File: config.mk
export PLATFORM = sky130hd
export DESIGN_NAME = qbt_div
export DESIGN_NICKNAME = d
export VERILOG_FILES = /design/src/rtl/qbt_pkg.sv /design/src/rtl/qbt_div.sv
export SDC_FILE = /design/constraint.sdc
export NUM_CORES = 1
export LEC_CHECK = 0
export BUFFER_PORTS_ARGS = -buffer_cell sky130_fd_sc_hd__buf_2
export CORE_AREA = 3 3 155 270
export DETAILED_ROUTE_END_ITERATION = 8
export DIE_AREA = 0 0 158 273
export GPL_TIMING_DRIVEN = 0
export PLACE_DENSITY = 0.73
export SYNTH_ARGS = -nofsm -noshare
export SYNTH_HDL_FRONTEND = slang
export SYNTH_SLANG_ARGS = --single-unit
export TNS_END_PERCENT = 10
File: constraint.sdc
create_clock -name clk -period 24.5 [get_ports clk]
set_input_delay 3.675 -clock clk [delete_from_list [all_inputs] [get_ports clk]]
set_output_delay 3.675 -clock clk [all_outputs]
set_load 0.01 [all_outputs]
File: src/rtl/qbt_pkg.sv
// Shared constants, register codes and pipeline payload types of the
// quadratic Bezier tessellator. No dependencies.
package qbt_pkg;

  localparam int MAX_SEGMENTS = 128;
  localparam int COORD_WIDTH  = 21;
  localparam int POINT_W      = 3 * COORD_WIDTH;
  localparam int CNT_W        = 8;
  localparam int IDX_W        = 7;
  localparam int FRAC_W       = 16;
  localparam int ONE_Q16      = 65536;
  localparam int OFF_W        = 17;
  localparam int COMP_W       = 18;
  localparam int Q_W          = 17;
  localparam int CFG_IDX_W    = 3;
  localparam int DIV_W        = 24;
  localparam int DIV_STEP     = 4;
  localparam int DIV_STAGES   = DIV_W / DIV_STEP;
  localparam int WGT_W        = 33;
  localparam int PROD_W       = WGT_W + COORD_WIDTH;

  typedef enum logic [CFG_IDX_W-1:0] {
    REG_START_POINT   = 3'd0,
    REG_CONTROL_POINT = 3'd1,
    REG_END_POINT     = 3'd2,
    REG_SEGMENT_TOTAL = 3'd3,
    REG_SEGMENT_OFF   = 3'd4,
    REG_COMPLETENESS  = 3'd5,
    REG_SCALE_COUNT   = 3'd6
  } cfg_reg_t;

  typedef struct packed {
    logic [CNT_W-1:0]  seg_total;
    logic [OFF_W-1:0]  offset;
    logic [COMP_W-1:0] completeness;
    logic              scale;
  } cfg_t;

  typedef struct packed {
    logic [POINT_W-1:0] p0;
    logic [POINT_W-1:0] p1;
    logic [POINT_W-1:0] p2;
  } pts_t;

  typedef struct packed {
    logic [CNT_W-1:0] act;
    logic [Q_W-1:0]   lo;
    logic             ok;
  } side_t;

  typedef struct packed {
    side_t            side;
    logic [DIV_W-1:0] n;
  } front_out_t;

  typedef struct packed {
    side_t            side;
    logic [DIV_W-1:0] q;
  } div_out_t;

  // Coordinate lane k, offset by half range so it blends as unsigned.
  function automatic logic [COORD_WIDTH-1:0] lane_biased(
    input logic [POINT_W-1:0] pt, input int k);
    logic [COORD_WIDTH-1:0] raw;
    raw = pt[k*COORD_WIDTH +: COORD_WIDTH];
    return raw ^ {1'b1, {(COORD_WIDTH-1){1'b0}}};
  endfunction

endpackage

File: src/rtl/qbt_div.sv
// Pipelined restoring divider: sample position over active count,
// four quotient bits per stage. Depends on qbt_pkg.
module qbt_div (
  input  logic                clk,
  input  logic                rst_n,
  input  logic                in_valid,
  output logic                in_ready,
  input  qbt_pkg::front_out_t in_data,
  output logic                out_valid,
  input  logic                out_ready,
  output qbt_pkg::div_out_t   out_data
);

  localparam int LAST = qbt_pkg::DIV_STAGES - 1;

  logic [qbt_pkg::DIV_STAGES-1:0] v_r, adv;
  logic [qbt_pkg::DIV_W-1:0]      n_r [qbt_pkg::DIV_STAGES];
  logic [qbt_pkg::DIV_W-1:0]      q_r [qbt_pkg::DIV_STAGES];
  logic [qbt_pkg::CNT_W-1:0]      rem_r [qbt_pkg::DIV_STAGES];
  qbt_pkg::side_t                 side_r [qbt_pkg::DIV_STAGES];

  for (genvar s = 0; s < qbt_pkg::DIV_STAGES; s++) begin : g_st
    logic                      src_v;
    logic [qbt_pkg::DIV_W-1:0] src_n, src_q, n_nxt, q_nxt;
    logic [qbt_pkg::CNT_W-1:0] src_rem, rem_nxt;
    qbt_pkg::side_t            src_side;

    if (s == 0) begin : g_src0
      assign src_v    = in_valid;
      assign src_n    = in_data.n;
      assign src_q    = '0;
      assign src_rem  = '0;
      assign src_side = in_data.side;
    end else begin : g_srcn
      assign src_v    = v_r[s-1];
      assign src_n    = n_r[s-1];
      assign src_q    = q_r[s-1];
      assign src_rem  = rem_r[s-1];
      assign src_side = side_r[s-1];
    end

    if (s == LAST) begin : g_advl
      assign adv[s] = !v_r[s] || out_ready;
    end else begin : g_advn
      assign adv[s] = !v_r[s] || adv[s+1];
    end

    always_comb begin : p_step
      logic [qbt_pkg::CNT_W:0] trial;
      n_nxt   = src_n;
      q_nxt   = src_q;
      rem_nxt = src_rem;
      for (int b = 0; b < qbt_pkg::DIV_STEP; b++) begin
        trial = {rem_nxt, n_nxt[qbt_pkg::DIV_W-1]};
        n_nxt = {n_nxt[qbt_pkg::DIV_W-2:0], 1'b0};
        if (trial >= {1'b0, src_side.act}) begin
          rem_nxt = qbt_pkg::CNT_W'(trial - {1'b0, src_side.act});
          q_nxt   = {q_nxt[qbt_pkg::DIV_W-2:0], 1'b1};
        end else begin
          rem_nxt = trial[qbt_pkg::CNT_W-1:0];
          q_nxt   = {q_nxt[qbt_pkg::DIV_W-2:0], 1'b0};
        end
      end
    end

    always_ff @(posedge clk) begin
      if (!rst_n) begin
        v_r[s] <= 1'b0;
      end else if (adv[s]) begin
        v_r[s] <= src_v;
      end
    end

    always_ff @(posedge clk) begin
      if (adv[s] && src_v) begin
        n_r[s]    <= n_nxt;
        q_r[s]    <= q_nxt;
        rem_r[s]  <= rem_nxt;
        side_r[s] <= src_side;
      end
    end
  end

  assign in_ready      = adv[0];
  assign out_valid     = v_r[LAST];
  assign out_data.side = side_r[LAST];
  assign out_data.q    = q_r[LAST];

endmodule

==> results_dict.tcl, run 1 <==
set metrics [dict create \
    cts_buffer_depth 3 \
    ant_nets 0 \
    viasPerCell 5.61 \
    cp.required_ns 24.79 \
    seq_area_frac_synth_pct 51.2 \
    hold_class "reg2reg" \
    drv_cap 0 \
    cpMaxStageDelayCell "a211oi_1" \
    synthCells 1631 \
    final_core_util_pct 56.7 \
    final_cell_mix "edfxtp_1 (340), ha_1 (186), inv_1 (154)" \
    worst_clock_skew_ns 0.0128 \
    fin_crit_ns 12.28 \
    clkTransAtPathRegs_ns 0.07 \
    synth_seq_cells 346 \
    synth_nets 1893 \
    die_w_um 158 \
    rsz0062_at_grt "no" \
    crit_family "compound AO/OA/AOI/OAI gates" \
    syn_avg_cell_area_um2 12.4 \
    cpMostUsedCell "o21ai_0" \
    status "finished, final reports clean" \
    critical_path.max_stage_delay_ns 0.94 \
    rows 97 \
    ctsHoldBuffers 0 \
    wl_per_cell_um 18.3 \
    grt_start_max_net_pins 38 \
    cts.sinks 346 \
    postCtsSetupBuffers 0 \
    dp_hpwl_um 32900 \
    synth_edf_count 340 \
    dpl.cell_count 2240 \
    worst_slew_pin_slew_ns 1.14 \
    vias 12909 \
    period_share_pct 50.1 \
    setup_slack_ns 12.22 \
    fmax_mhz 81.4 \
    areaGrowthSynthToFinish_pct 12.3 \
    cp_max_fo 9 \
    max_slew_margin_pct 23.6 \
    antenna_found_initial 0 \
    cts_tree "built" \
    drtIter0Drc 596 \
    ys_types 81 \
    grt_pass1_vias 13461 \
    io_buffers 105 \
    slew_violations 0 \
    yosys_warnings 0 \
    core_area_um2 39900 \
    grt_pass1_wl_um 67400 \
    worst_setup_path_end_kind "register" \
    htreeDepth 2 \
    cp-start-kind "input port" \
    num_io_pins 106 \
    final_common_cell "edfxtp_1" \
    initial_utilization_pct 50.5 \
    cts-root-buf "clkbuf_16" \
    setup_viol 0 \
    preCtsSetupSlack_ns 11.82 \
    fin_cells 2302 \
    setup_tns_ns 0 \
    drc 0 \
    totalWireLength_um 42100 \
    firstDrtPassIters 5 \
    track_usage_pct 19.7 \
    synthArstFlopShare_pct 0 \
    gp_congestion 0.924 \
    layout-drive-gt1-share_pct 17.8 \
    worst-path-buf-inv 6 \
    nNetsFinal 2043 \
    path_class "in2reg" \
    cts_resized 0 \
    clock_latency_ns 0.55 \
    ys.flop_type "edfxtp_1" \
    netlist_area_um2 20200 \
    n_antenna_cell 0 \
    die_h_um 273 \
    dieArea_um2 43100 \
    numCtsBuffers 34 \
    fillers 3217 \
    hold_viol 0 \
    critPathArrivalTime_ns 12.57 \
    grt_overflow 0 \
]
==> layer usage <==
metal | global-route usage, % | vias to the layer above | routed length (um)
met5 | 0 | - | 0
met4 | 8.95 | 0 | 1910
met3 | 2.30 | 121 | 1310
met2 | 38.2 | 280 | 23400
met1 | 20.7 | 6148 | 15400
li1 | - | 6360 | -
==> path summary, 6_finish.rpt <==
check / cells after the start / to / startpoint / slack (ns)
worst max-delay path: 37 / rem_r[0][4] / in_data[43] / 12.22
worst min-delay path: 0 / side_r[1][11] / side_r[0][11] / 0.41
worst min register to register: 0 / side_r[1][11] / side_r[0][11] / 0.41
worst max register to register: 36 / rem_r[3][7] / side_r[2][19] / 14.30
==> logic make-up after synthesis <==
kind of cell / count (synthesis) / synth area share (%)
xor gates and xnor gates: 101 / 4.39
DFF: 346 / 51.2
buffers and inverters: 169 / 3.24
and+or+nand+nor: 330 / 8.42
AOI/OAI and AO/OA: 337 / 11.3
adders and majority gates: 208 / 13.7
muxes: 140 / 7.69
==> worst reg2reg max path: cells and delay by family (launching register included) <==
| family | cells | cell delay [ns] |
|---|---|---|
| buf+inv | 3 | 0.69 |
| flops | 1 | 0.53 |
| compound gates | 19 | 4.65 |
| mux | 3 | 1.22 |
| fa+ha+maj | 4 | 1.31 |
| simple gates | 7 | 1.53 |
==> synth_stat cells, types with 5 or more instances <==
master,instances,share of area [%]
a211oi_1,11,0.41
a21boi_0,17,0.63
a21o_1,40,1.5
a21oi_1,88,2.2
a31oi_1,5,0.16
and2_1,6,0.19
and3_1,6,0.19
buf_2,5,0.12
dfxtp_1,6,0.60
edfxtp_1,340,51
fa_1,22,2.2
ha_1,186,12
inv_1,154,2.9
mux2_2,106,5.9
mux2i_1,32,1.6
nand2_1,69,1.3
nand2b_1,13,0.40
nand3_1,17,0.42
nand3b_1,5,0.19
nand4_1,28,0.87
nor2_1,91,1.7
nor2b_1,44,1.4
nor3_1,18,0.45
o211ai_1,10,0.37
o21a_1,25,0.93
o21ai_0,78,1.9
o21bai_1,11,0.41
o31a_1,8,0.35
or3_1,5,0.16
xnor2_1,69,3.0
xor2_1,32,1.4
==> flip-flops by register name, summed over array words and instances (netlist names) <==
| name | flops |
|---|---|
| side_r | 156 |
| q_r | 84 |
| n_r | 60 |
| rem_r | 40 |
| g_st.src_v | 5 |
| out_valid | 1 |
==> stage by stage <==
| step | cell area, um^2 | hold slack, ns |
|---|---|---|
| 6_report | 22600 | 0.408 |
| 5_1_grt | 22600 | 0.412 |
| 4_1_cts | 22600 | 0.402 |
| 3_5_place_dp | 21600 | 0.405 |
| 3_3_place_gp | 21300 | 0.401 |
| 2_1_floorplan | 20200 | 0.400 |
==> cell type report <==
type	count	area, um^2	share of cell area (%)
clock buffer	44	910	4.02
clock inverter	18	176	0.779
timing repair buffer	114	713	3.15
tap	495	619	2.74
sequential	346	10300	45.6
buffer	11	60.1	0.265
multi-input combinational	1116	9240	40.8
inverter	158	593	2.62
Power of run 1 is left out: the tool's default activity adds up to more than one toggle a clock period on the data nets, which glitch-free logic cannot reach.
==> run 2: changes to the inputs <==
--- a/config.mk
+++ b/config.mk
@@ -10,7 +10,7 @@
 export DETAILED_ROUTE_END_ITERATION = 8
 export DIE_AREA = 0 0 158 273
 export GPL_TIMING_DRIVEN = 0
-export PLACE_DENSITY = 0.73
+export PLACE_DENSITY = 0.75
 export SYNTH_ARGS = -nofsm -noshare
 export SYNTH_HDL_FRONTEND = slang
 export SYNTH_SLANG_ARGS = --single-unit
==> constraint.sdc (replaced) <==
create_clock -name clk -period 10.65 [get_ports clk]
set_input_delay 1.5975 -clock clk [delete_from_list [all_inputs] [get_ports clk]]
set_output_delay 1.5975 -clock clk [all_outputs]
set_load 0.01 [all_outputs]
==> results_dict.tcl, run 2 (synthesis results as in run 1) <==
set metrics [dict create \
    status "finished, final reports clean" \
    dieArea_um2 43100 \
    track_usage_pct 19.7 \
    setup_viol 0 \
    drv_cap 0 \
    cts-root-buf "clkbuf_16" \
    grt_pass1_vias 13893 \
    largest_register_ffs 156 \
    critical_path.max_stage_delay_ns 0.60 \
    cpMostUsedCell "ha_1" \
    cts_tree "built" \
    numCtsBuffers 31 \
    hold_viol 0 \
    holdPathStages 0 \
    htreeDepth 1 \
    critPathArrivalTime_ns 10.45 \
    die_w_um 158 \
    totalWireLength_um 42200 \
    hold_class "reg2reg" \
    vias 13029 \
    layout-drive-gt1-share_pct 18.3 \
    wl_per_cell_um 18.4 \
    drc 0 \
    initial_utilization_pct 50.5 \
    period_share_pct 95.0 \
    final_cell_mix "edfxtp_1 (340), ha_1 (186), inv_1 (154)" \
    r2r-start "side_r[0][19]" \
    max_slew_margin_pct 44.3 \
    num_io_pins 106 \
    cpMaxStageDelayCell "a2111oi_1" \
    whs_ns 0.407 \
    clock_latency_ns 0.58 \
    clkTransAtPathRegs_ns 0.07 \
    grt_pass1_wl_um 67800 \
    rsz0062_at_grt "yes" \
    drtIter0Drc 491 \
    worst_slew_pin_slew_ns 0.834 \
    core_area_um2 39900 \
    fmax_mhz 98.8 \
    preCtsSetupSlack_ns 0.119 \
    cp_max_fo 10 \
    dpl.cell_count 2240 \
    fin_cells 2300 \
    worst_setup_path_end_kind "register" \
    max_flop_register "side_r" \
    setup.worst_path.start "side_r[0][19]" \
    worstHoldStart "q_r[4][6]" \
    n_antenna_cell 0 \
    gp_congestion 0.943 \
    worst_clock_skew_ns 0.0149 \
    slew_violations 0 \
    cp.required_ns 10.98 \
    nNetsFinal 2045 \
    r2r_slack_ns 0.53 \
    rows 97 \
    cts_buffer_depth 3 \
    die_h_um 273 \
    cp-start-kind "register" \
    viasPerCell 5.66 \
    r2r-end "rem_r[1][7]" \
    final_common_cell "edfxtp_1" \
    antenna_found_initial 1 \
    path_class "reg2reg" \
    areaGrowthSynthToFinish_pct 12.4 \
    top_regs "side_r (156), q_r (84), n_r (60)" \
    fin_crit_ns 10.12 \
    rr_worst_depth 36 \
    grt_overflow 0 \
    setup_slack_ns 0.531 \
    grt_start_max_net_pins 33 \
    cts.sinks 346 \
    ant_nets 0 \
    firstDrtPassIters 5 \
    dp_hpwl_um 33700 \
    io_buffers 105 \
    min_to "q_r[5][10]" \
]
## run 2: cell types whose count changed in the layout (fill, tap and decap cells not counted), sizes merged
cell	change
buf	+4
bufinv	+3
clkbuf	-9
clkinv	+1
clkinvlp	-1
## run 2: area by class of cell
type	instances	area [um^2]
clock inverters	21	241
fillers	3232	17300
repair buffers	119	766
plain buffers	11	61.3
clock buffers	34	787
flip-flops and latches	346	10300
well taps	495	619
multi-input cells	1116	9260
inverters	158	593
## run 2: worst max-delay path by stage
stage | endpoint | slack, ns | cells after the start
after floorplan | rem_r[0][2] | 1.99 | 38
after global placement | rem_r[1][1] | 0.46 | 36
after detailed placement | rem_r[0][2] | 0.12 | 37
after CTS | rem_r[3][4] | 0.23 | 36
after global routing | rem_r[1][7] | -0.04 | 36
final | rem_r[1][7] | 0.53 | 36
## run 2: stage by stage
| step | TNS, ns | utilization (%) | instance area, um^2 |
|---|---|---|---|
| after floorplan | 0 | - | 20200 |
| after global placement | 0 | 53.4 | 21300 |
| after detailed placement | 0 | 54.0 | 21600 |
| after CTS | 0 | 56.6 | 22600 |
| after global routing | -0.200 | 56.8 | 22700 |
| final | 0 | 56.8 | 22700 |
## run 2: per-layer routing
| layer | vias to the layer above | GRT usage [%] | wire (um) |
|---|---|---|---|
| met2 | 275 | 39.3 | 24300 |
| met1 | 6269 | 18.6 | 14100 |
| met5 | - | 0 | 19 |
| li1 | 6349 | - | - |
| met3 | 134 | 2.23 | 1200 |
| met4 | 2 | 11.2 | 2600 |
## run 2: what timing repair did
item | in CTS | in global routing
setup buffers | 0 | 5
hold buffers | 0 | 0
endpoints found under the hold margin | 0 | 0
resized for setup | 0 | 9
endpoints found under the setup margin | 0 | 32
## run 2: worst max-delay path: cells and delay by family, from the launching register on
kind,cells,cell delay [ns]
AOI/OAI and AO/OA,18,4.87
DFF,1,0.48
adders and majority gates,4,1.11
muxes,4,1.71
buffers and inverters,4,0.74
and+or+nand+nor,6,0.95
Power of run 2 is left out for the same reason.
