`config.mk`:
```
export PLATFORM = sky130hd
export DESIGN_NAME = qbt_front
export DESIGN_NICKNAME = d
export VERILOG_FILES = /design/src/rtl/qbt_pkg.sv /design/src/rtl/qbt_front.sv
export SDC_FILE = /design/constraint.sdc
export NUM_CORES = 1
export LEC_CHECK = 0
export ABC_AREA = 1
export BUFFER_PORTS_ARGS = -buffer_cell sky130_fd_sc_hd__buf_4
export CAP_MARGIN = 10
export CORE_MARGIN = 2
export CORE_UTILIZATION = 55
export DETAILED_ROUTE_END_ITERATION = 10
export PLACE_DENSITY = 0.76
export SETUP_SLACK_MARGIN = 0.2
export SYNTH_ARGS = -nofsm -noshare
export SYNTH_HDL_FRONTEND = slang
export SYNTH_SLANG_ARGS = --single-unit
```
`constraint.sdc`:
```
create_clock -name clk -period 8.6 [get_ports clk]
set_clock_uncertainty 0.2 [all_clocks]
set_input_delay 0.86 -clock clk [delete_from_list [all_inputs] [get_ports clk]]
set_output_delay 0.86 -clock clk [all_outputs]
set_load 0.02 [all_outputs]
```
`src/rtl/qbt_pkg.sv`:
```
// Shared constants, register codes and pipeline payload types of the
// quadratic Bezier tessellator. No dependencies.
package qbt_pkg;

  localparam int MAX_SEGMENTS = 128;
  localparam int COORD_WIDTH  = 21;
  localparam int POINT_W      = 3 * COORD_WIDTH;
  localparam int CNT_W        = 8;
  localparam int IDX_W        = 7;
  localparam int FRAC_W       = 16;
  localparam int ONE_Q16      = 65536;
  localparam int OFF_W        = 17;
  localparam int COMP_W       = 18;
  localparam int Q_W          = 17;
  localparam int CFG_IDX_W    = 3;
  localparam int DIV_W        = 24;
  localparam int DIV_STEP     = 4;
  localparam int DIV_STAGES   = DIV_W / DIV_STEP;
  localparam int WGT_W        = 33;
  localparam int PROD_W       = WGT_W + COORD_WIDTH;

  typedef enum logic [CFG_IDX_W-1:0] {
    REG_START_POINT   = 3'd0,
    REG_CONTROL_POINT = 3'd1,
    REG_END_POINT     = 3'd2,
    REG_SEGMENT_TOTAL = 3'd3,
    REG_SEGMENT_OFF   = 3'd4,
    REG_COMPLETENESS  = 3'd5,
    REG_SCALE_COUNT   = 3'd6
  } cfg_reg_t;

  typedef struct packed {
    logic [CNT_W-1:0]  seg_total;
    logic [OFF_W-1:0]  offset;
    logic [COMP_W-1:0] completeness;
    logic              scale;
  } cfg_t;

  typedef struct packed {
    logic [POINT_W-1:0] p0;
    logic [POINT_W-1:0] p1;
    logic [POINT_W-1:0] p2;
  } pts_t;

  typedef struct packed {
    logic [CNT_W-1:0] act;
    logic [Q_W-1:0]   lo;
    logic             ok;
  } side_t;

  typedef struct packed {
    side_t            side;
    logic [DIV_W-1:0] n;
  } front_out_t;

  typedef struct packed {
    side_t            side;
    logic [DIV_W-1:0] q;
  } div_out_t;

  // Coordinate lane k, offset by half range so it blends as unsigned.
  function automatic logic [COORD_WIDTH-1:0] lane_biased(
    input logic [POINT_W-1:0] pt, input int k);
    logic [COORD_WIDTH-1:0] raw;
    raw = pt[k*COORD_WIDTH +: COORD_WIDTH];
    return raw ^ {1'b1, {(COORD_WIDTH-1){1'b0}}};
  endfunction

endpackage

```
`src/rtl/qbt_front.sv`:
```
// Front stage: active segment count, validity and the scaled dividend.
// Depends on qbt_pkg.
module qbt_front (
  input  logic                      clk,
  input  logic                      rst_n,
  input  logic                      in_valid,
  output logic                      in_ready,
  input  logic [qbt_pkg::IDX_W-1:0] in_index,
  input  qbt_pkg::cfg_t             cfg,
  output logic                      out_valid,
  input  logic                      out_ready,
  output qbt_pkg::front_out_t       out_data
);

  logic                       v_r;
  qbt_pkg::front_out_t        data_r, data_nxt;
  logic                       gt_one;
  logic [qbt_pkg::Q_W-1:0]    f, lo;
  logic [25:0]                act_prod;
  logic [qbt_pkg::CNT_W-1:0]  act;
  logic [qbt_pkg::DIV_W-1:0]  base;
  logic [40:0]                num;

  always_comb begin
    gt_one   = cfg.completeness > qbt_pkg::COMP_W'(qbt_pkg::ONE_Q16);
    f        = gt_one ? qbt_pkg::Q_W'(qbt_pkg::COMP_W'(2 * qbt_pkg::ONE_Q16) - cfg.completeness)
                      : cfg.completeness[qbt_pkg::Q_W-1:0];
    lo       = gt_one ? qbt_pkg::Q_W'(cfg.completeness - qbt_pkg::COMP_W'(qbt_pkg::ONE_Q16))
                      : '0;
    act_prod = 26'({cfg.seg_total, 1'b1}) * 26'(f);
    act      = cfg.scale ? act_prod[24:17] : cfg.seg_total;
    base     = qbt_pkg::DIV_W'({in_index, 16'h0000}) + qbt_pkg::DIV_W'(cfg.offset);
    num      = 41'(base) * 41'(f);
    data_nxt.side.act = act;
    data_nxt.side.lo  = lo;
    data_nxt.side.ok  = (act > 8'd1) && ({1'b0, in_index} < act);
    data_nxt.n        = num[39:16];
  end

  assign in_ready  = !v_r || out_ready;
  assign out_valid = v_r;
  assign out_data  = data_r;

  always_ff @(posedge clk) begin
    if (!rst_n) begin
      v_r <= 1'b0;
    end else if (in_ready) begin
      v_r <= in_valid;
    end
  end

  always_ff @(posedge clk) begin
    if (in_ready && in_valid) begin
      data_r <= data_nxt;
    end
  end

endmodule

```
==> reports/qor.yml, run 1 <==
status:
  run_status: "finished clean"
worst_setup_path:
  worstPathArrival_ns: 7.91
  critical_path.endpoint_type: "register"
  setup.worst_path.start_class: "primary input"
  worstSetupPathType: "in -> reg"
  reg2reg_setup_slack_ns: 6.89
  crit_path_top_delay_cell: "sky130_fd_sc_hd__fa_1"
  worst_ep_required_time_ns: 8.48
  maximum_single_stage_delay_on_the_critical_path_ns: 0.53
  critical_path.max_fanout: 11
  timing.reg2reg.worst_path_depth: 2
  r2r-start: "out_valid$_SDFFE_PN0N_"
  regToRegEndpoint: "out_data[14]$_DFFE_PP_"
logic_synthesis:
  synth_top_flop_cell: "sky130_fd_sc_hd__edfxtp_1"
  synth.yosys.seq_area_share_pct: 7.83
  postSynthRegisterBits: 51
  synthesis.yosys.warnings: 0
  postSynth.asyncResetShare_pct: 0
  mappedNetlistArea_sq_um: 19400
  syn_area_per_cell_sq_um: 8.04
  synth-edff-count: 50
  synth.top_cells.by_count: "sky130_fd_sc_hd__inv_1, sky130_fd_sc_hd__nand2_1, sky130_fd_sc_hd__fa_1"
  synthesis.instances: 2416
  unique_masters_post_synth: 43
  yosysTopAreaCell: "sky130_fd_sc_hd__fa_1"
  postSynthNetCount: 3057
  post_synth_main_area_contributors: "sky130_fd_sc_hd__fa_1, sky130_fd_sc_hd__inv_1, sky130_fd_sc_hd__ha_1"
  synth_largest_type_area_fraction_pct: 44.3
  count_leader_synth: "sky130_fd_sc_hd__inv_1"
timing:
  tightestPinTransition_ns: 0.765
  timing.setup.tns_ns: 0
  finalHoldViolations: 0
  slew_headroom_pct: 49.0
  rsz0062_at_grt: "yes"
  timing.final.crit_share_pct: 93.4
  finalMaxSlewViolations: 0
  max_freq_ghz: 0.125
  final_count_of_negative_setup_slack_endpoints: 0
  final_min_period_ns: 8.03
job:
  max_cap_violations: 0
floorplan:
  die_w_microns: 192
  rows: 68
  initial_core_util_pct: 56.1
  die_height_microns: 192
  pin_count: 107
  floorplan_core_area_sq_um: 34600
  floorplan.die_area_sq_um: 36800
drt:
  m1WireLength_mm: 20.8
  detail_route.iter0.violations: 1243
  drt-vias-per-instance: 5.43
  route.vias.total: 16198
  antenna_left: 0
  detail_route.drc_violations: 0
  number_of_optimization_iterations_in_the_first_detailed_route_pass: 5
  met3_wirelength_mm: 4.19
  top_layer_used: "met4"
  detail_route.wirelength_mm: 53.3
  wire_per_inst_microns: 17.9
  met2WireLength_mm: 25.8
grt:
  antenna_violations_before_repair: 0
  grt-ovfl-total: 0
  number_of_global_route_vias_before_repair: 17469
  grt_pass1_wl_mm: 87.3
  groute.usage.overall_pct: 30.9
  grt_max_degree: 51
placed_design:
  hpwlAfterDp_mm: 44.5
  routabilityCongestion: 0.953
  io_buffers: 106
  placedCellCount: 2958
final_layout:
  diodes: 0
  fillerInstances: 3038
  final_net_count: 3167
  synthToLayoutAreaGrowth_pct: 10.0
  post_layout_nonfiller_instances: 2982
  drive_above_1_share_pct: 9.73
clocking:
  clkTransAtPathRegs_ns: 0.07
  clock_sinks: 51
  cts_htree_levels: 2
  clk_tree_root_cell: "sky130_fd_sc_hd__clkbuf_16"
  cts_max_path_buffers: 2
  number_of_buffers_created_by_cts: 5
  tritoncts: "built"
  worstSkewPairLatency_ns: 0.32
min_path:
  hp_class: "reg -> reg"
  hold-path-endpoint: "out_valid$_SDFFE_PN0N_"
  worstHoldStart: "out_valid$_SDFFE_PN0N_"
  hold_critical_path_depth: 2
-- layout by cell type, fill, tap and decap left out, types with 3 or more instances in the layout --
master,instances
sky130_fd_sc_hd__inv_1,619
sky130_fd_sc_hd__nand2_1,443
sky130_fd_sc_hd__fa_1,430
sky130_fd_sc_hd__nor2_1,358
sky130_fd_sc_hd__buf_4,181
sky130_fd_sc_hd__ha_1,154
sky130_fd_sc_hd__a21oi_1,62
sky130_fd_sc_hd__edfxtp_1,50
sky130_fd_sc_hd__nand3_1,29
sky130_fd_sc_hd__xor2_1,28
sky130_fd_sc_hd__o21ai_0,24
sky130_fd_sc_hd__xnor2_1,17
sky130_fd_sc_hd__nand2_2,13
sky130_fd_sc_hd__o21a_1,12
sky130_fd_sc_hd__nor3_1,11
sky130_fd_sc_hd__nand4_1,11
sky130_fd_sc_hd__clkinvlp_4,7
sky130_fd_sc_hd__inv_2,7
sky130_fd_sc_hd__clkinv_1,7
sky130_fd_sc_hd__nand3_2,5
sky130_fd_sc_hd__clkbuf_16,5
sky130_fd_sc_hd__nor2_2,4
sky130_fd_sc_hd__buf_12,4
sky130_fd_sc_hd__nor4_1,3
sky130_fd_sc_hd__nor3_2,3
sky130_fd_sc_hd__a21oi_2,3
sky130_fd_sc_hd__o21ai_1,3
sky130_fd_sc_hd__o21bai_1,3
-- sequential cells by signal, indices dropped and copies added (netlist names) --
signal	flops
out_data	50
out_valid	1
-- worst max-delay path by stage --
stage	startpoint	end	slack, ns	cells past startpoint
2_1_floorplan	cfg[1]	out_data[23]$_DFFE_PP_	0.79	38
3_3_place_gp	cfg[1]	out_data[22]$_DFFE_PP_	0.04	36
3_5_place_dp	cfg[1]	out_data[20]$_DFFE_PP_	-0.04	38
4_1_cts	cfg[1]	out_data[20]$_DFFE_PP_	0.30	38
5_1_grt	cfg[1]	out_data[20]$_DFFE_PP_	0.18	38
6_report	cfg[1]	out_data[15]$_DFFE_PP_	0.57	32
-- timing repair --
action	in CTS	in global routing
setup endpoints to repair	0	11
setup buffers	0	15
hold endpoints to repair	0	0
hold buffers	0	0
gates resized for setup	0	29
-- metal layers --
metal / GRT usage, % / vias up
met5: 0 / -
met2: 52.5 / 730
met3: 4.73 / 180
met4: 14.3 / 0
li1: - / 7197
met1: 39.1 / 8091
-- final cells by class --
cell class / instances / area [sq um] / share of cell area [%]
Timing Repair inverter: 1 / 7.51 / 0.0351
Clock inverter: 2 / 16.3 / 0.0761
Multi-Input combinational cell: 1642 / 15300 / 71.3
Clock buffer: 6 / 139 / 0.650
Sequential cell: 51 / 1520 / 7.12
Timing Repair Buffer: 187 / 1460 / 6.84
Inverter: 638 / 2410 / 11.3
Tap cell: 455 / 569 / 2.66
-- stage by stage --
step                      hold WS (ns)  area [sq um]  util (%)  setup slack [ns]
after floorplan                  0.529         19400         -             0.788
after CTS                        0.378         21200      61.2             0.296
final                            0.365         21400      61.7             0.568
after global placement           0.331         21000      60.7            0.0396
after global routing             0.406         21400      61.7             0.185
after detailed placement         0.367         21000      60.7           -0.0419
-- cells by family (layout without fill, tap and decap cells) --
logic type,Yosys count,count (layout),share of synthesized area (%)
fa+ha+maj,586,586,54.3
simple gates,887,887,18.1
compound gates,124,124,3.64
flops,51,51,7.83
buf+inv,723,834,14.0
xor+xnor,45,45,2.03
-- critical path: cells and delay by family --
kind | cells | cell delay [ns]
adders and majority gates | 8 | 3.51
and+or+nand+nor | 5 | 0.55
AOI/OAI and AO/OA | 8 | 1.79
buffers and inverters | 10 | 1.05
xor gates and xnor gates | 1 | 0.13
Power of run 1 is left out: the tool's default activity adds up to more than one toggle a clock period on the data nets, which glitch-free logic cannot reach.
==> run 2, diff against run 1 <==
--- a/config.mk
+++ b/config.mk
@@ -5,13 +5,13 @@
 export SDC_FILE = /design/constraint.sdc
 export NUM_CORES = 1
 export LEC_CHECK = 0
-export ABC_AREA = 1
+export ABC_AREA = 0
 export BUFFER_PORTS_ARGS = -buffer_cell sky130_fd_sc_hd__buf_4
 export CAP_MARGIN = 10
 export CORE_MARGIN = 2
-export CORE_UTILIZATION = 55
+export CORE_UTILIZATION = 38
 export DETAILED_ROUTE_END_ITERATION = 10
-export PLACE_DENSITY = 0.76
+export PLACE_DENSITY = 0.57
 export SETUP_SLACK_MARGIN = 0.2
 export SYNTH_ARGS = -nofsm -noshare
 export SYNTH_HDL_FRONTEND = slang
==> run 2 against run 1 <==
  * Non-clock buffer count is 115 higher
  * Synthesized cell count is 12% lower
  * Flip-flop and latch count stayed put
  * Via count is 8.7% lower
  * Die area is 43% higher
  * Count of clock-buffer cells in the layout is 1 lower
  * Global-route usage is 10 points lower
  * First-iteration DRC count is 41% lower
  * Largest cell class unchanged
==> reports/qor.yml, run 2 <==
clocking:
  clk_tree_root_cell: "sky130_fd_sc_hd__clkbuf_16"  # unchanged
  tritoncts: "built"  # unchanged
  cts_htree_levels: 2  # unchanged
  worstSkewPairLatency_ns: 0.32  # about the same
  number_of_buffers_created_by_cts: 5  # unchanged
  cts.hold.buffers_added: 0  # unchanged
  clock_sinks: 51  # unchanged
  cts_max_path_buffers: 2  # unchanged
  clkTransAtPathRegs_ns: 0.08  # was 0.07 ns
final_layout:
  largest_register_ffs: 50  # unchanged
  drive_above_1_share_pct: 16.2  # was 9.73%
  finish.utilization_pct: 45.7  # was 61.7%
  register_area_sq_um: 1520  # unchanged
  synthToLayoutAreaGrowth_pct: 18.8  # was 10.0%
  multi_input_area_sq_um: 15900  # was 15300 sq um
  post_layout_nonfiller_instances: 3028  # was 2982
  fillerInstances: 4872  # was 3038
  diodes: 0  # unchanged
  final_net_count: 2996  # was 3167
  most-common-layout-cells: "sky130_fd_sc_hd__inv_1, sky130_fd_sc_hd__fa_1, sky130_fd_sc_hd__nand2_1"  # was sky130_fd_sc_hd__inv_1, sky130_fd_sc_hd__nand2_1, sky130_fd_sc_hd__fa_1
  most_common_cell_after_layout_fill_and_taps_aside: "sky130_fd_sc_hd__inv_1"  # unchanged
worst_setup_path:
  critical_path.max_fanout: 23  # was 11
  worstPathArrival_ns: 8.23  # was 7.91 ns
  setup.worst_path.start_class: "primary input"  # unchanged
  maximum_single_stage_delay_on_the_critical_path_ns: 0.54  # was 0.53 ns
  critical_path.endpoint_type: "register"  # unchanged
  worstSetupPathType: "in -> reg"  # unchanged
  worst_ep_required_time_ns: 8.57  # was 8.48 ns
  crit_path_top_delay_cell: "sky130_fd_sc_hd__or4_4"  # was sky130_fd_sc_hd__fa_1
  worst_path_dominant_cell_family: "adder cells"  # unchanged
  path_buf_inv: 11  # was 10
  reg2reg_setup_slack_ns: 6.83  # was 6.89 ns
  timing.critical_path.mode_cell: "sky130_fd_sc_hd__fa_1"
min_path:
  hp_class: "reg -> reg"  # unchanged
timing:
  setup_ws_ns: 0.335  # was 0.568 ns
  max_freq_ghz: 0.121  # was 0.125 GHz
  timing.setup.tns_ns: 0  # unchanged
  tightestPinTransition_ns: 0.894  # was 0.765 ns
  slew_headroom_pct: 39.9  # was 49.0%
  finalHoldViolations: 0  # unchanged
  rsz0062_at_grt: "yes"  # unchanged
  timing.final.crit_share_pct: 96.1  # was 93.4%
  final_count_of_negative_setup_slack_endpoints: 0  # unchanged
  finalMaxSlewViolations: 0  # unchanged
  final_min_period_ns: 8.27  # was 8.03 ns
floorplan:
  die_w_microns: 229  # was 192 microns
  floorplan.die_area_sq_um: 52600  # was 36800 sq um
  die_height_microns: 229  # was 192 microns
  initial_core_util_pct: 38.5  # was 56.1%
  floorplan_core_area_sq_um: 50200  # was 34600 sq um
  pin_count: 107  # unchanged
  rows: 82  # was 68
placed_design:
  detailedPlace.worstSlack_ns: -0.369  # was -0.0419 ns
  placedCellCount: 3002  # was 2958
  io_buffers: 106  # unchanged
  hpwlAfterDp_mm: 42.8  # was 44.5 mm
  routabilityCongestion: 0.838  # was 0.953
logic_synthesis:
  synthesis.yosys.warnings: 0  # unchanged
  synth_top_flop_cell: "sky130_fd_sc_hd__edfxtp_1"  # unchanged
  yosysTopAreaCell: "sky130_fd_sc_hd__fa_1"  # unchanged
  unique_masters_post_synth: 74  # was 43
  synth.top_cells.by_count: "sky130_fd_sc_hd__inv_1, sky130_fd_sc_hd__fa_1, sky130_fd_sc_hd__nand2_1"  # was sky130_fd_sc_hd__inv_1, sky130_fd_sc_hd__nand2_1, sky130_fd_sc_hd__fa_1
  post_synth_main_area_contributors: "sky130_fd_sc_hd__fa_1, sky130_fd_sc_hd__inv_1, sky130_fd_sc_hd__ha_1"  # unchanged
  synth-edff-count: 50  # unchanged
  syn_area_per_cell_sq_um: 9.05  # was 8.04 sq um
  postSynth.asyncResetShare_pct: 0  # unchanged
  count_leader_synth: "sky130_fd_sc_hd__inv_1"  # unchanged
  synthesis.instances: 2134  # was 2416
  synth_largest_type_area_fraction_pct: 44.6  # was 44.3%
  synth.yosys.seq_area_share_pct: 7.88  # was 7.83%
  mappedNetlistArea_sq_um: 19300  # was 19400 sq um
  postSynthRegisterBits: 51  # unchanged
  postSynthNetCount: 2775  # was 3057
grt:
  grt_pass1_wl_mm: 85.7  # was 87.3 mm
  grt_max_degree: 51  # unchanged
  number_of_global_route_vias_before_repair: 16345  # was 17469
  grt-ovfl-total: 0  # unchanged
  antenna_violations_before_repair: 0  # unchanged
  groute.usage.overall_pct: 20.8  # was 30.9%
drt:
  wire_per_inst_microns: 17.2  # was 17.9 microns
  drt-vias-per-instance: 4.89  # was 5.43
  detail_route.iter0.violations: 737  # was 1243
  route.vias.total: 14792  # was 16198
  detail_route.wirelength_mm: 52.0  # was 53.3 mm
  number_of_optimization_iterations_in_the_first_detailed_route_pass: 5  # unchanged
  antenna_left: 0  # unchanged
  detail_route.drc_violations: 0  # unchanged
status:
  run_status: "finished clean"  # unchanged
job:
  max_cap_violations: 0  # unchanged
-- run 2: area by class of cell --
cell class	instances	area share, %
multi-input cells	1466	69.2
repair buffers	302	11.2
inverters	529	8.66
flip-flops and latches	51	6.63
well taps	672	3.67
clock buffers	5	0.546
clock inverters	3	0.0982
-- run 2: logic make-up (layout without fill, tap and decap cells) --
logic type      after synthesis  in the layout  synth area share (%)
flops                        51             51                  7.88
compound gates              114            114                  4.21
simple gates                706            706                  18.4
buf+inv                     617            839                  12.1
xor+xnor                     54             54                  2.45
fa+ha+maj                   587            587                  54.7
mux                           5              5                 0.266
-- run 2: worst paths after layout --
kind,cells past startpoint,startpoint,to
worst min register to register,2,out_valid$_SDFFE_PN0N_,out_valid$_SDFFE_PN0N_
worst min-delay path,2,out_valid$_SDFFE_PN0N_,out_valid$_SDFFE_PN0N_
worst max register to register,3,out_valid$_SDFFE_PN0N_,out_data[24]$_DFFE_PP_
worst max-delay path,33,cfg[11],out_data[23]$_DFFE_PP_
-- run 2: timing repair --
item | 4_1_cts | 5_1_grt
pin swaps | 6 | 35
setup endpoints to repair | 8 | 9
resized for setup | 8 | 62
buffers inserted | 6 | 12
-- run 2: through the flow --
step,hold slack [ns],instance area [sq um]
floorplan,0.550,19300
detailed placement,0.349,22300
global route,0.390,22900
CTS,0.362,22500
finish,0.356,22900
global placement,0.314,22300
-- run 2: worst min-delay path, stage by stage, from the launching register on --
cell and delay, ns:
sky130_fd_sc_hd__dfxtp_1 0.32, sky130_fd_sc_hd__nand2b_1 0.11, sky130_fd_sc_hd__a21boi_0 0.09
-- run 2: metal layers --
metal / GRT usage, % / vias up / wire length, microns
li1: - / 6741 / -
met1: 27.2 / 7640 / 21900
met2: 36.4 / 330 / 26300
met3: 1.71 / 81 / 2220
met4: 6.72 / 0 / 1610
met5: 0 / - / 0
Power of run 2 is left out for the same reason.
==> run 3, diff against run 2 <==
--- a/config.mk
+++ b/config.mk
@@ -6,12 +6,13 @@
 export NUM_CORES = 1
 export LEC_CHECK = 0
 export ABC_AREA = 0
+export ABC_CLOCK_PERIOD_IN_PS = 6960
 export BUFFER_PORTS_ARGS = -buffer_cell sky130_fd_sc_hd__buf_4
 export CAP_MARGIN = 10
 export CORE_MARGIN = 2
 export CORE_UTILIZATION = 38
 export DETAILED_ROUTE_END_ITERATION = 10
-export PLACE_DENSITY = 0.57
+export PLACE_DENSITY = 0.59
 export SETUP_SLACK_MARGIN = 0.2
 export SYNTH_ARGS = -nofsm -noshare
 export SYNTH_HDL_FRONTEND = slang
==> constraint.sdc (replaced) <==
create_clock -name clk -period 6.96 [get_ports clk]
set_clock_uncertainty 0.2 [all_clocks]
set_input_delay 0.696 -clock clk [delete_from_list [all_inputs] [get_ports clk]]
set_output_delay 0.696 -clock clk [all_outputs]
set_load 0.02 [all_outputs]
==> run 3 against run 2 <==
  * Via count increased by 2.1%
  * Utilization increased by 2.8 points
  * Hold slack got worse by 0.011 ns
  * Setup slack got worse by 1.4 ns
  * Count of clock-buffer cells in the layout unchanged
  * Sequential share of layout area decreased by 0.39 points
  * Critical path depth decreased by 3
  * Flip-flop and latch count unchanged
  * Non-clock buffer count increased by 110
  * The run now ends with negative setup slack left
  * Global-route usage about the same
==> reports/qor.yml, run 3 (synthesis results as in run 2) <==
timing:
  hold_ws_ns: 0.344  # was 0.356 ns
  tightestPinTransition_ns: 0.735  # was 0.894 ns
  rsz0062_at_grt: "yes"  # unchanged
  slew_headroom_pct: 51.0  # was 39.9%
  finalHoldViolations: 0  # unchanged
  finalMaxSlewViolations: 0  # unchanged
  final_count_of_negative_setup_slack_endpoints: 31  # was 0
  setup_ws_ns: -1.07  # was 0.335 ns
  final_min_period_ns: 8.03
  timing.final.crit_share_pct: 115
  max_freq_ghz: 0.125
worst_setup_path:
  worstSetupPathType: "in -> reg"  # unchanged
  timing.critical_path.mode_cell: "sky130_fd_sc_hd__fa_1"  # unchanged
  critical_path.endpoint_type: "register"  # unchanged
  crit_path_top_delay_cell: "sky130_fd_sc_hd__or4_4"  # unchanged
  setup.worst_path.start_class: "primary input"  # unchanged
  maximum_single_stage_delay_on_the_critical_path_ns: 0.56  # was 0.54 ns
  worstPathArrival_ns: 7.92  # was 8.23 ns
  worst_ep_required_time_ns: 6.85  # was 8.57 ns
  critical_path.max_fanout: 8  # was 23
floorplan:
  rows: 82  # unchanged
  initial_core_util_pct: 38.5  # unchanged
  floorplan.die_area_sq_um: 52600  # unchanged
  die_w_microns: 229  # unchanged
  floorplan_core_area_sq_um: 50200  # unchanged
  die_height_microns: 229  # unchanged
  pin_count: 107  # unchanged
clocking:
  clkTransAtPathRegs_ns: 0.09  # was 0.08 ns
  cts.hold.buffers_added: 0  # unchanged
  tritoncts: "built"  # unchanged
  cts_max_path_buffers: 2  # unchanged
  worstSkewPairLatency_ns: 0.32  # about the same
  cts_htree_levels: 2  # unchanged
  number_of_buffers_created_by_cts: 5  # unchanged
  clock_sinks: 51  # unchanged
  clk_tree_root_cell: "sky130_fd_sc_hd__clkbuf_16"  # unchanged
grt:
  grt_pass1_wl_mm: 86.7  # was 85.7 mm
  grt_max_degree: 51  # unchanged
  grt-ovfl-total: 0  # unchanged
  number_of_global_route_vias_before_repair: 17006  # was 16345
  groute.usage.overall_pct: 20.8  # about the same
  gr-max-usage-layer: "met2"  # unchanged
  grt_use_met3_pct: 1.74  # was 1.71%
  m1_gr_usage_pct: 26.3  # was 27.2%
  antenna_violations_before_repair: 0  # unchanged
  grt_util_met2_pct: 37.3  # was 36.4%
placed_design:
  hpwlAfterDp_mm: 43.5  # was 42.8 mm
  detailedPlace.worstSlack_ns: -1.68  # was -0.369 ns
  io_buffers: 106  # unchanged
  routabilityCongestion: 0.868  # was 0.838
final_layout:
  synthToLayoutAreaGrowth_pct: 26.1  # was 18.8%
  final_net_count: 3106  # was 2996
  drive_above_1_share_pct: 24.2  # was 16.2%
  largest_register_ffs: 50  # unchanged
  most_common_cell_after_layout_fill_and_taps_aside: "sky130_fd_sc_hd__inv_1"  # unchanged
  most-common-layout-cells: "sky130_fd_sc_hd__inv_1, sky130_fd_sc_hd__fa_1, sky130_fd_sc_hd__buf_4"  # was sky130_fd_sc_hd__inv_1, sky130_fd_sc_hd__fa_1, sky130_fd_sc_hd__nand2_1
  diodes: 0  # unchanged
drt:
  wire_per_inst_microns: 16.6  # was 17.2 microns
  number_of_optimization_iterations_in_the_first_detailed_route_pass: 5  # unchanged
  drt-vias-per-instance: 4.81  # was 4.89
  route.vias.total: 15105  # was 14792
  detail_route.drc_violations: 0  # unchanged
  detail_route.wirelength_mm: 52.0  # about the same
  detail_route.iter0.violations: 704  # was 737
  antenna_left: 0  # unchanged
status:
  violations: "negative setup slack"
  run_status: "complete, but fails checks"  # was finished clean
min_path:
  hp_class: "reg -> reg"  # unchanged
job:
  max_cap_violations: 0  # unchanged
==> run 3: cell count changes in the layout (fill, tap and decap cells not counted), moves of 6 or more <==
cell | before | now
sky130_fd_sc_hd__inv_2 | 3 | 20
sky130_fd_sc_hd__inv_1 | 525 | 504
sky130_fd_sc_hd__buf_6 | 7 | 27
sky130_fd_sc_hd__buf_4 | 272 | 367
sky130_fd_sc_hd__a21oi_1 | 27 | 15
sky130_fd_sc_hd__and2_4 | 5 | 13
sky130_fd_sc_hd__ha_1 | 147 | 134
sky130_fd_sc_hd__a21oi_2 | 0 | 9
sky130_fd_sc_hd__and2_1 | 247 | 239
sky130_fd_sc_hd__ha_4 | 9 | 22
sky130_fd_sc_hd__nand2_1 | 290 | 279
sky130_fd_sc_hd__nor2_1 | 80 | 74
sky130_fd_sc_hd__nand2_2 | 0 | 10
==> run 3: per-stage QoR <==
step / utilization, % / std cells / area, sq um / setup TNS, ns
6_report: 48.5 / 3138 / 24400 / -22.47
5_1_grt: 48.5 / 3138 / 24400 / -29.04
4_1_cts: 47.9 / 3130 / 24000 / -21.78
3_5_place_dp: 46.5 / 3099 / 23300 / -38.04
3_3_place_gp: 46.5 / 3099 / 23300 / -34.95
2_1_floorplan: - / 2134 / 19800 / -11.21
==> run 3: layout make-up <==
type	count	area, sq um
Clock buffer	5	125
Clock inverter	3	28.8
Fill cell	4716	25800
Inverter	529	2000
Multi-Input combinational cell	1466	16400
Sequential cell	51	1520
Tap cell	672	841
Timing Repair Buffer	412	3420
==> run 3: per-layer routing <==
metal  wire length [microns]  vias up
met5                       0        -
met4                    1780        0
met3                    1710       81
met2                   26600      307
met1                   21900     7752
li1                        -     6965
==> run 3: worst paths after layout <==
kind,slack (ns),endpoint,depth (start not counted),from
max,-1.07,out_data[24]$_DFFE_PP_,30,cfg[12]
min reg2reg,0.34,out_valid$_SDFFE_PN0N_,2,out_valid$_SDFFE_PN0N_
max reg2reg,5.23,out_data[42]$_DFFE_PP_,3,out_valid$_SDFFE_PN0N_
min,0.34,out_valid$_SDFFE_PN0N_,2,out_valid$_SDFFE_PN0N_
==> run 3: critical path: cells and delay by family <==
family,cells,cell delay (ns)
adders and majority gates,7,2.80
AOI/OAI and AO/OA,7,1.57
buffers and inverters,7,0.95
xor gates and xnor gates,1,0.27
and+or+nand+nor,8,1.60
==> run 3: timing repair <==
action	4_1_cts	5_1_grt
pin swaps	39	39
endpoints found under the hold margin	0	0
buffers inserted	23	8
setup endpoints to repair	33	33
gates resized for setup	79	62
Power of run 3 is left out for the same reason.
